## src/rtl/core/utcl_pkg.sv

```systemverilog
// Package for the UTF-8 text cursor layout block.
// Register indexes, configuration and state structs, decode constants.
// No dependencies.
package utcl_pkg;

	localparam int unsigned XW      = 10;
	localparam int unsigned YW      = 12;
	localparam int unsigned SYW     = 9;
	localparam int unsigned STEPW   = 8;
	localparam int unsigned CODEW   = 32;
	localparam int unsigned ACCW    = 24;
	localparam int unsigned CFG_IW  = 3;
	localparam int unsigned CFG_DW  = 10;

	localparam logic [YW-1:0] Y_MAX = 12'hFFF;

	localparam logic [7:0] NEWLINE  = 8'h0A;
	localparam logic [7:0] LEAD2_LO = 8'hC0;
	localparam logic [7:0] LEAD2_HI = 8'hDF;
	localparam logic [7:0] LEAD3_LO = 8'hE0;
	localparam logic [7:0] LEAD3_HI = 8'hEF;
	localparam logic [7:0] LEAD4_LO = 8'hF0;
	localparam logic [7:0] LEAD4_HI = 8'hF7;

	// upper twelve code bits of the double-width range 0xE00000..0xEFFFFF
	localparam logic [11:0] WIDE_TOP = 12'h00E;

	localparam logic [XW-1:0]    START_X_RST = 10'd0;
	localparam logic [SYW-1:0]   START_Y_RST = 9'd0;
	localparam logic [XW-1:0]    END_X_RST   = 10'd799;
	localparam logic [STEPW-1:0] STEP_X_RST  = 8'd8;
	localparam logic [STEPW-1:0] STEP_Y_RST  = 8'd16;

	typedef enum logic [CFG_IW-1:0] {
		REG_START_X = 3'd0,
		REG_START_Y = 3'd1,
		REG_END_X   = 3'd2,
		REG_STEP_X  = 3'd3,
		REG_STEP_Y  = 3'd4
	} reg_idx_t;

	typedef struct packed {
		logic [XW-1:0]    start_x;
		logic [SYW-1:0]   start_y;
		logic [XW-1:0]    end_x;
		logic [STEPW-1:0] step_x;
		logic [STEPW-1:0] step_y;
	} cfg_t;

	typedef struct packed {
		logic [XW-1:0]   cursor_x;
		logic [YW-1:0]   cursor_y;
		logic [ACCW-1:0] code_accum;
		logic [1:0]      bytes_left;
	} state_t;

	typedef struct packed {
		logic [XW-1:0]    draw_x;
		logic [YW-1:0]    draw_y;
		logic [CODEW-1:0] char_code;
		logic             double_width;
	} result_t;

endpackage

```

## src/rtl/core/utcl_cfg.sv

```systemverilog
// Configuration register file for the text cursor layout block.
// Depends on utcl_pkg.
module utcl_cfg (
	input  logic                          clk,
	input  logic                          arst_n,
	input  logic                          cfg_we,
	input  logic [utcl_pkg::CFG_IW-1:0]   cfg_index,
	input  logic [utcl_pkg::CFG_DW-1:0]   cfg_data,
	output utcl_pkg::cfg_t                cfg
);
	import utcl_pkg::*;

	cfg_t cfg_q;

	always_ff @(posedge clk or negedge arst_n) begin
		if (!arst_n) begin
			cfg_q.start_x <= START_X_RST;
			cfg_q.start_y <= START_Y_RST;
			cfg_q.end_x   <= END_X_RST;
			cfg_q.step_x  <= STEP_X_RST;
			cfg_q.step_y  <= STEP_Y_RST;
		end else if (cfg_we) begin
			unique case (reg_idx_t'(cfg_index))
				REG_START_X: cfg_q.start_x <= cfg_data[XW-1:0];
				REG_START_Y: cfg_q.start_y <= cfg_data[SYW-1:0];
				REG_END_X:   cfg_q.end_x   <= cfg_data[XW-1:0];
				REG_STEP_X:  cfg_q.step_x  <= cfg_data[STEPW-1:0];
				REG_STEP_Y:  cfg_q.step_y  <= cfg_data[STEPW-1:0];
				default: ;
			endcase
		end
	end

	assign cfg = cfg_q;

endmodule

```

## src/rtl/core/utcl_step.sv

```systemverilog
// Per-byte next-state logic: UTF-8 assembly, newline, draw result, cursor advance.
// Purely combinational. Depends on utcl_pkg.
module utcl_step (
	input  utcl_pkg::cfg_t    cfg,
	input  utcl_pkg::state_t  cur,
	input  logic [7:0]        text_byte,
	input  logic              string_start,
	output utcl_pkg::state_t  nxt,
	output logic              emit,
	output utcl_pkg::result_t res
);
	import utcl_pkg::*;

	logic [XW-1:0]    cx;
	logic [YW-1:0]    cy;
	logic [ACCW-1:0]  acc;
	logic [1:0]       left;
	logic [1:0]       lead_len;
	logic [1:0]       nleft;
	logic [CODEW-1:0] code;
	logic             complete;
	logic             newline;
	logic             wide;
	logic [STEPW:0]   adv;
	logic [XW:0]      nx;
	logic             wrap;
	logic [YW:0]      ysum;
	logic [YW-1:0]    ysat;
	logic             line_feed;

	always_comb begin
		case (text_byte) inside
			[LEAD2_LO:LEAD2_HI]: lead_len = 2'd1;
			[LEAD3_LO:LEAD3_HI]: lead_len = 2'd2;
			[LEAD4_LO:LEAD4_HI]: lead_len = 2'd3;
			default:             lead_len = 2'd0;
		endcase
	end

	always_comb begin
		cx   = string_start ? cfg.start_x : cur.cursor_x;
		cy   = string_start ? {{(YW-SYW){1'b0}}, cfg.start_y} : cur.cursor_y;
		acc  = string_start ? '0 : cur.code_accum;
		left = string_start ? 2'd0 : cur.bytes_left;

		if (left != 2'd0) begin
			code  = {acc, text_byte};
			nleft = left - 2'd1;
		end else begin
			code  = {{(CODEW-8){1'b0}}, text_byte};
			nleft = lead_len;
		end
		complete = (nleft == 2'd0);
		newline  = complete && (left == 2'd0) && (text_byte == NEWLINE);
		emit     = complete && !newline;

		wide = (code[CODEW-1:CODEW-12] == WIDE_TOP);
		adv  = wide ? {cfg.step_x, 1'b0} : {1'b0, cfg.step_x};
		nx   = {1'b0, cx} + {{(XW-STEPW){1'b0}}, adv};
		wrap = (nx > {1'b0, cfg.end_x});

		ysum = {1'b0, cy} + {{(YW+1-STEPW){1'b0}}, cfg.step_y};
		ysat = ysum[YW] ? Y_MAX : ysum[YW-1:0];

		line_feed = newline || (emit && wrap);

		nxt.cursor_x   = line_feed ? cfg.start_x : (emit ? nx[XW-1:0] : cx);
		nxt.cursor_y   = line_feed ? ysat : cy;
		nxt.code_accum = complete ? '0 : code[ACCW-1:0];
		nxt.bytes_left = nleft;

		res.draw_x       = cx;
		res.draw_y       = cy;
		res.char_code    = code;
		res.double_width = wide;
	end

endmodule

```

## src/rtl/core/utf8_text_cursor_layout.sv

```systemverilog
// Top level of the UTF-8 text cursor layout block.
// Input register, step logic, result register. Depends on utcl_pkg, utcl_cfg, utcl_step.
//
//   port group   handshake            payload
//   input        in_valid/in_ready    text_byte, string_start
//   result       out_valid/out_ready  draw_x, draw_y, char_code, double_width
//   config       cfg_we               cfg_index, cfg_data
//
// One byte per cycle sustained while no result is held; a result passes from the input
// register into the result register when its last byte advances out of the input register.
// Reset clears cursor to (0,0), the partial character and the config registers to defaults.
// A byte that draws waits in the input register while the result register is
// held; bytes that draw nothing pass through regardless.
module utf8_text_cursor_layout (
	input  logic                                clk,
	input  logic                                arst_n,
	input  logic                                in_valid,
	output logic                                in_ready,
	input  logic [7:0]                          text_byte,
	input  logic                                string_start,
	output logic                                out_valid,
	input  logic                                out_ready,
	output logic [utcl_pkg::XW-1:0]             draw_x,
	output logic [utcl_pkg::YW-1:0]             draw_y,
	output logic [utcl_pkg::CODEW-1:0]          char_code,
	output logic                                double_width,
	input  logic                                cfg_we,
	input  logic [utcl_pkg::CFG_IW-1:0]         cfg_index,
	input  logic [utcl_pkg::CFG_DW-1:0]         cfg_data
);
	import utcl_pkg::*;

	cfg_t    cfg;
	state_t  state_q;
	state_t  state_nxt;
	result_t res;
	result_t res_q;
	logic    emit;
	logic    valid_s1;
	logic    valid_out_q;
	logic    advance;
	logic [7:0] byte_s1;
	logic       start_s1;

	utcl_cfg u_cfg (
		.clk       (clk),
		.arst_n    (arst_n),
		.cfg_we    (cfg_we),
		.cfg_index (cfg_index),
		.cfg_data  (cfg_data),
		.cfg       (cfg)
	);

	utcl_step u_step (
		.cfg          (cfg),
		.cur          (state_q),
		.text_byte    (byte_s1),
		.string_start (start_s1),
		.nxt          (state_nxt),
		.emit         (emit),
		.res          (res)
	);

	assign advance  = valid_s1 && (!emit || !valid_out_q || out_ready);
	assign in_ready = !valid_s1 || advance;

	always_ff @(posedge clk or negedge arst_n) begin
		if (!arst_n) begin
			valid_s1 <= 1'b0;
		end else if (in_ready) begin
			valid_s1 <= in_valid;
		end
	end

	always_ff @(posedge clk) begin
		if (in_ready && in_valid) begin
			byte_s1  <= text_byte;
			start_s1 <= string_start;
		end
	end

	always_ff @(posedge clk or negedge arst_n) begin
		if (!arst_n) begin
			state_q <= '0;
		end else if (advance) begin
			state_q <= state_nxt;
		end
	end

	always_ff @(posedge clk or negedge arst_n) begin
		if (!arst_n) begin
			valid_out_q <= 1'b0;
		end else if (advance && emit) begin
			valid_out_q <= 1'b1;
		end else if (out_ready) begin
			valid_out_q <= 1'b0;
		end
	end

	always_ff @(posedge clk) begin
		if (advance && emit) begin
			res_q <= res;
		end
	end

	assign out_valid    = valid_out_q;
	assign draw_x       = res_q.draw_x;
	assign draw_y       = res_q.draw_y;
	assign char_code    = res_q.char_code;
	assign double_width = res_q.double_width;

	// input stalls only behind a held result
	a_stall_cause: assert property (@(posedge clk) disable iff (!arst_n)
		!in_ready |-> (valid_s1 && valid_out_q && !out_ready))
		else $error("input stalled without a held result");

	// no partial character pending means nothing accumulated
	a_accum_clear: assert property (@(posedge clk) disable iff (!arst_n)
		(state_q.bytes_left == 2'd0) |-> (state_q.code_accum == '0))
		else $error("stale accumulated code");

	// wide flag only for three-byte codes
	a_wide_code: assert property (@(posedge clk) disable iff (!arst_n)
		(valid_out_q && res_q.double_width) |-> (res_q.char_code[CODEW-1:ACCW] == '0))
		else $error("double width on out-of-range code");

endmodule
```

## config.mk

```make
export PLATFORM = sky130hd
export DESIGN_NAME = utf8_text_cursor_layout
export DESIGN_NICKNAME = d
export VERILOG_FILES = /design/src/rtl/core/utcl_pkg.sv /design/src/rtl/core/utcl_cfg.sv /design/src/rtl/core/utcl_step.sv /design/src/rtl/core/utf8_text_cursor_layout.sv
export SDC_FILE = /design/constraint.sdc
export NUM_CORES = 1
export LEC_CHECK = 0
export ABC_AREA = 0
export BUFFER_PORTS_ARGS = -buffer_cell sky130_fd_sc_hd__buf_2
export CORE_MARGIN = 2
export CORE_UTILIZATION = 35
export CTS_BUF_LIST = sky130_fd_sc_hd__clkbuf_2
export DETAILED_ROUTE_END_ITERATION = 8
export PLACE_DENSITY = 0.59
export SLEW_MARGIN = 30
export SYNTH_ARGS = -nofsm -noshare
export SYNTH_HDL_FRONTEND = slang
export SYNTH_HIERARCHICAL = 1
export SYNTH_SLANG_ARGS = --single-unit
```

## constraint.sdc

```tcl
create_clock -name clk -period 5.1 [get_ports clk]
set_input_delay 0.255 -clock clk [delete_from_list [all_inputs] [get_ports clk]]
set_output_delay 0.255 -clock clk [all_outputs]
set_load 0.005 [all_outputs]
```

==> results of run 1 <==
-- stage by stage --
stage / std cells / TNS (ns) / util [%] / worst slack [ns]
global placement: 1147 / 0 / 38.1 / 0.168
global route: 1216 / -0.107 / 41.2 / -0.0573
finish: 1216 / 0 / 41.2 / 0.252
floorplan: 777 / 0 / - / 0.473
CTS: 1202 / 0 / 40.1 / 0.0621
detailed placement: 1147 / 0 / 38.1 / 0.115
-- placed cells by master (no fill, tap or decap), drive strengths merged, types with 7 or more instances in the layout --
master       netlist  final
o211ai            50     50
mux2i             13     13
buf               37    109
edfxtp            64     64
dlygate4sd3        0     23
inv               29     34
dfrtp             86     86
nand2b            51     51
nor2              37     37
xnor2              7      7
ha                27     27
dfstp              9      9
and2              46     46
a21oi             24     24
mux2              72     72
nand4b            50     50
nand2             63     63
o21ai             13     13
nor2b             10     10
nand3              8      8
clkbuf            22     19
-- worst max path at each step --
stage	from	end	slack, ns	cells past startpoint
finish	state_q[1]$_DFFE_PN0P_	state_q[37]$_DFFE_PN0P_	0.25	25
global route	state_q[1]$_DFFE_PN0P_	state_q[37]$_DFFE_PN0P_	-0.06	23
CTS	state_q[1]$_DFFE_PN0P_	state_q[37]$_DFFE_PN0P_	0.06	23
detailed placement	state_q[1]$_DFFE_PN0P_	state_q[37]$_DFFE_PN0P_	0.12	23
global placement	state_q[1]$_DFFE_PN0P_	state_q[37]$_DFFE_PN0P_	0.17	23
floorplan	start_s1$_DFFE_PP_	state_q[47]$_DFFE_PN0P_	0.47	22
-- metal layers --
metal | global-route usage [%] | vias to the layer above | wire length, um
met3 | 2.85 | 23 | 796
li1 | - | 2991 | -
met2 | 25.4 | 144 | 9940
met5 | 0 | - | 0
met4 | 4.51 | 0 | 243
met1 | 22.8 | 3139 | 10500
-- flip-flops by register name, summed over array words and instances, names as in the netlist --
name	flops
state_q	48
u_cfg/cfg	45
char_code	32
draw_y	12
draw_x	10
byte_s1	8
double_width	1
out_valid	1
start_s1	1
valid_s1	1
-- where the power goes --
part           switching [uW]  leakage, uW  internal, uW
Combinational            1180      0.00236          1060
Clock                     486     0.000155           281
Sequential                165      0.00180          1640
-- final cells by class --
class	count	area [um^2]	area share (%)
Antenna cell	2	5.00	0.0483
Timing Repair Buffer	134	896	8.65
Clock inverter	15	183	1.76
Clock buffer	17	85.1	0.821
Multi-Input combinational cell	530	4360	42.0
Tap cell	330	413	3.98
Sequential cell	159	4310	41.6
Inverter	29	114	1.10
-- kinds of logic after synthesis --
group           after synthesis
simple gates                289
compound gates              117
xor+xnor                     10
fa+ha+maj                    29
mux                          85
flops                       159
buf+inv                      88
-- timing repair --
item | CTS | global route
hold buffers | 23 | 0
buffers inserted | 0 | 11
gates resized for setup | 0 | 33
setup endpoints to repair | 0 | 22
endpoints found under the hold margin | 104 | 0
==> results.sh, run 1 <==
export IMPL_synth_common_cells="dfrtp_1 (86), edfxtp_1 (64), nand2_1 (63)"
export IMPL_critPathRequiredTime_ns=5.78
export IMPL_vias=6297
export IMPL_drt_wl_total_mm=21.5
export IMPL_dominantRegCellSynth="dfrtp_1"
export IMPL_cp_end_kind="register"
export IMPL_synth_top_family_by_area="simple AND/OR/NAND/NOR gates"
export IMPL_cts_tree="done"
export IMPL_r2r_cells=25
export IMPL_vdd_drop_max_uv=202
export IMPL_finalCritPeriodShare_pct=95.1
export IMPL_powerDensity_mw_per_mm2=464
export IMPL_track_usage_pct=16.1
export IMPL_yosysTopAreaCellShare_pct=24.0
export IMPL_fin_crit_ns=4.85
export IMPL_placed_cell_area_mm2=0.00960
export IMPL_cts_clk_slew_worst_paths_ns=0.26
export IMPL_cts_sinks=159
export IMPL_hpwl_mm=13.4
export IMPL_synthAdderAreaFrac_pct=4.21
export IMPL_ys_top_cells_by_area="dfrtp_1 (24%), edfxtp_1 (21%), mux2_4 (6.4%)"
export IMPL_path_buf_inv=4
export IMPL_grt_max_degree=99
export IMPL_yosys_warnings=6
export IMPL_final_area_mm2=0.0104
export IMPL_total_power_uw=4810
export IMPL_vias_per_cell=5.18
export IMPL_synth_simple_area_share_pct=19.6
export IMPL_dr_pass1_iters=5
export IMPL_slew_violations=0
export IMPL_io_pins=84
export IMPL_max_cap_violations=0
export IMPL_syn_inst=777
export IMPL_grt_pass1_wl_mm=33.7
export IMPL_worstSetupPathType="register to register"
export IMPL_drtIter0Drc=532
export IMPL_fill_cells=2414
export IMPL_finalClockSkew_ns=0.0415
export IMPL_r2r_end="state_q[37]$_DFFE_PN0P_"
export IMPL_fp_dieH_um=164
export IMPL_setup_viol=0
export IMPL_yosysTopAreaCell="dfrtp_1"
export IMPL_slowest_delay_ns=0.44
export IMPL_status="finished clean"
export IMPL_port_buffers=83
export IMPL_synth_compound_area_share_pct=9.92
export IMPL_drive_above_1_share_pct=31.7
export IMPL_die_area_mm2=0.0269
export IMPL_htree_levels=4
export IMPL_synthDistinctLibCells=58
export IMPL_worst_pin_slew_ns=0.939
export IMPL_initial_core_util_pct=35.6
export IMPL_cp_arrival_ns=5.52
export IMPL_clk_path_buf_depth=2
export IMPL_cts_root_buf="clkbuf_2"
export IMPL_chipWidth_um=164
export IMPL_worst_path_max_delay_cell="dfrtp_1"
export IMPL_synth_xor_area_share_pct=0.977
export IMPL_syn_area_mm2=0.00897
export IMPL_hp_class="input port to asynchronous set/reset pin"
export IMPL_grt_overflow_total=0
export IMPL_rrSetupSlack_ns=0.25
export IMPL_critPathLaunchType="register"
export IMPL_wire_per_inst_um=17.7
export IMPL_cts_buffers=17
export IMPL_core_mm2=0.0252
export IMPL_rows=58
export IMPL_gp_congestion=0.839
export IMPL_clk_insertion_delay_late_ns=0.75
export IMPL_whs_ns=0.0659
export IMPL_hold_viol=0
export IMPL_leakagePower_uw=0.00432
export IMPL_layout_nets=927
export IMPL_yosysSeqAreaShare_pct=48.1
export IMPL_area_growth_synth_to_final_pct=15.6
export IMPL_ant_nets=0
export IMPL_postSynthAreaPerCell_um2=11.5
export IMPL_synth_edff_count=64
export IMPL_syn_nets=833
export IMPL_antenna_found_initial=2
export IMPL_crit_family="compound AO/OA/AOI/OAI gates"
export IMPL_drc=0
export IMPL_synth_area_mux_share_pct=12.1
export IMPL_crit_fanout=11
export IMPL_synthMostInstantiatedCell="dfrtp_1"
export IMPL_async_flop_share_pct=59.7
export IMPL_relSlewSlack_pct=37.4
export IMPL_ys_ff_latch=159
export IMPL_rr_startpoint="state_q[1]$_DFFE_PN0P_"
export IMPL_grt_pass1_vias=6081
export IMPL_fmax_mhz=206
Power figures use the tool's default switching activity.
==> run 2, diff against run 1 <==
Settings changed: CELL_PAD_IN_SITES_DETAIL_PLACEMENT set to 0, CELL_PAD_IN_SITES_GLOBAL_PLACEMENT set to 1, CORE_UTILIZATION 35 to 50, PLACE_DENSITY 0.59 to 0.9.
==> results.sh, run 2 (synthesized netlist as in run 1, its figures left out) <==
export IMPL_finalClockSkew_ns=0.0303
export IMPL_chipWidth_um=138
export IMPL_port_buffers=83
export IMPL_leakagePower_uw=0.00429
export IMPL_largest_reg_flops=48
export IMPL_pre_cts_ws_ns=0.0695
export IMPL_track_usage_pct=22.1
export IMPL_relSlewSlack_pct=36.1
export IMPL_cp_end_kind="register"
export IMPL_cp_arrival_ns=5.54
export IMPL_final_common_cell="dfrtp_1"
export IMPL_finalCritPeriodShare_pct=95.8
export IMPL_powerDensity_mw_per_mm2=457
export IMPL_hpwl_mm=12.9
export IMPL_wl_met1_mm=9.69
export IMPL_ant_nets=0
export IMPL_slew_violations=0
export IMPL_setup_viol=0
export IMPL_critPathRequiredTime_ns=5.75
export IMPL_htree_levels=4
export IMPL_cts_sinks=159
export IMPL_setup_slack_ns=0.216
export IMPL_grt_overflow_total=0
export IMPL_fin_crit_ns=4.88
export IMPL_wl_met3_um=862
export IMPL_maxUsedRoutingLayer="met4"
export IMPL_grt_max_degree=98
export IMPL_pwr_share_comb_pct=46.5
export IMPL_layout_nets=925
export IMPL_worstSetupStartpoint="state_q[1]$_DFFE_PN0P_"
export IMPL_cts_clk_slew_worst_paths_ns=0.24
export IMPL_fill_cells=1471
export IMPL_fp_dieH_um=138
export IMPL_sequentialPowerShare_pct=38.7
export IMPL_critPathLaunchType="register"
export IMPL_intPower_uw=2860
export IMPL_clkPwrFrac_pct=14.8
export IMPL_cts_buffers=17
export IMPL_grt_pass1_wl_mm=32.0
export IMPL_initial_core_util_pct=51.5
export IMPL_cts_root_buf="clkbuf_2"
export IMPL_clk_path_buf_depth=2
export IMPL_hp_class="input port to asynchronous set/reset pin"
export IMPL_drtIter0Drc=478
export IMPL_clk_insertion_delay_late_ns=0.76
export IMPL_worst_pin_slew_ns=0.959
export IMPL_dr_pass1_iters=6
export IMPL_core_mm2=0.0174
export IMPL_io_pins=84
export IMPL_mostFrequentLayoutCells="dfrtp_1 (85), buf_2 (83), edfxtp_1 (64), nand2_1 (62), nand2b_1 (51)"
export IMPL_antenna_found_initial=1
export IMPL_sw_frac_of_total_pct=38.5
export IMPL_hold_viol=0
export IMPL_cts_tree="done"
export IMPL_drt_wl_total_mm=20.4
export IMPL_area_growth_synth_to_final_pct=13.3
export IMPL_drc=0
export IMPL_largest_register="state_q"
export IMPL_switching_power_uw=1780
export IMPL_grt_pass1_vias=5992
export IMPL_met2_length_mm=9.50
export IMPL_rows=48
export IMPL_rr_startpoint="state_q[1]$_DFFE_PN0P_"
export IMPL_die_area_mm2=0.0190
export IMPL_vdd_drop_max_uv=190
export IMPL_max_cap_violations=0
export IMPL_status="finished clean"
export IMPL_gp_congestion=0.819
export IMPL_vias_per_cell=5.65
export IMPL_total_power_uw=4640
export IMPL_vias=6264
export IMPL_worstSetupPathType="register to register"
export IMPL_wire_per_inst_um=18.4
export IMPL_fmax_mhz=205
export IMPL_drive_above_1_share_pct=31.4
export IMPL_crit_fanout=18
[run 2: final timing paths]
kind	to	slack, ns	cells after the start
setup / recovery	state_q[39]$_DFFE_PN0P_	0.22	24
hold / removal	state_q[41]$_DFFE_PN0P_	0.09	2
setup reg to reg	state_q[39]$_DFFE_PN0P_	0.22	24
hold reg to reg	char_code[1]$_DFFE_PP_	0.50	0
max in group asynchronous	u_cfg/cfg[4]$_DFFE_PN1P_	3.98	3
min in group clk	u_cfg/cfg[12]$_DFFE_PN0P_	0.09	3
[run 2: what timing repair did]
item / 4_1_cts / 5_1_grt
buffers inserted: 0 / 7
endpoints found under the hold margin: 111 / 0
hold buffers: 24 / 0
resized for setup: 0 / 39
setup endpoints to repair: 0 / 22
[run 2: cell type report]
type                    instances  area (um^2)  share of cell area (%)
clock inverters                14          138                    1.36
flip-flops and latches        159         4310                    42.4
clock buffers                  18         90.1                   0.887
repair buffers                132          871                    8.57
well taps                     225          282                    2.77
inverters                      29          114                    1.12
multi-input cells             530         4350                    42.8
diodes                          1         2.50                  0.0246
[run 2: stage by stage]
stage / cells / util [%] / hold slack [ns] / cell area [um^2] / setup TNS [ns]
CTS: 1099 / 57.0 / 0.0108 / 9930 / 0
detailed placement: 1043 / 54.3 / 0.380 / 9460 / 0
global placement: 1043 / 54.3 / 0.378 / 9460 / 0
floorplan: 777 / - / -0.0406 / 8970 / 0
finish: 1108 / 58.3 / 0.0882 / 10200 / 0
global route: 1108 / 58.3 / 0.0328 / 10200 / -0.0663
[run 2: power by group through the flow]
stage	sequential [uW]	combinational (uW)	clock, uW
finish	1800	2160	688
global route	1830	2380	758
CTS	1790	1950	710
detailed placement	1820	1930	0
global placement	1810	1890	0
floorplan	1790	1460	0
[run 2: critical path, stage by stage (launching register included)]
cell,delay (ns)
dfrtp_1,0.44
nor2_2,0.15
nor2_4,0.05
buf_6,0.14
and2_4,0.18
nor4_4,0.31
buf_6,0.19
mux2_2,0.35
ha_1,0.29
a21oi_2,0.16
nand4b_1,0.18
nand4_1,0.15
a31o_2,0.28
a21oi_4,0.18
xnor2_1,0.10
ha_1,0.31
nor2_1,0.06
a21oi_2,0.11
o41ai_2,0.09
a31oi_2,0.23
buf_6,0.17
buf_12,0.15
mux2_2,0.34
nand2_1,0.08
o211ai_2,0.08
[run 2: routing by layer]
metal / track usage [%] / up-vias
met5: 0 / -
li1: - / 2990
met1: 31.6 / 3098
met4: 7.54 / 0
met3: 3.51 / 25
met2: 34.6 / 151
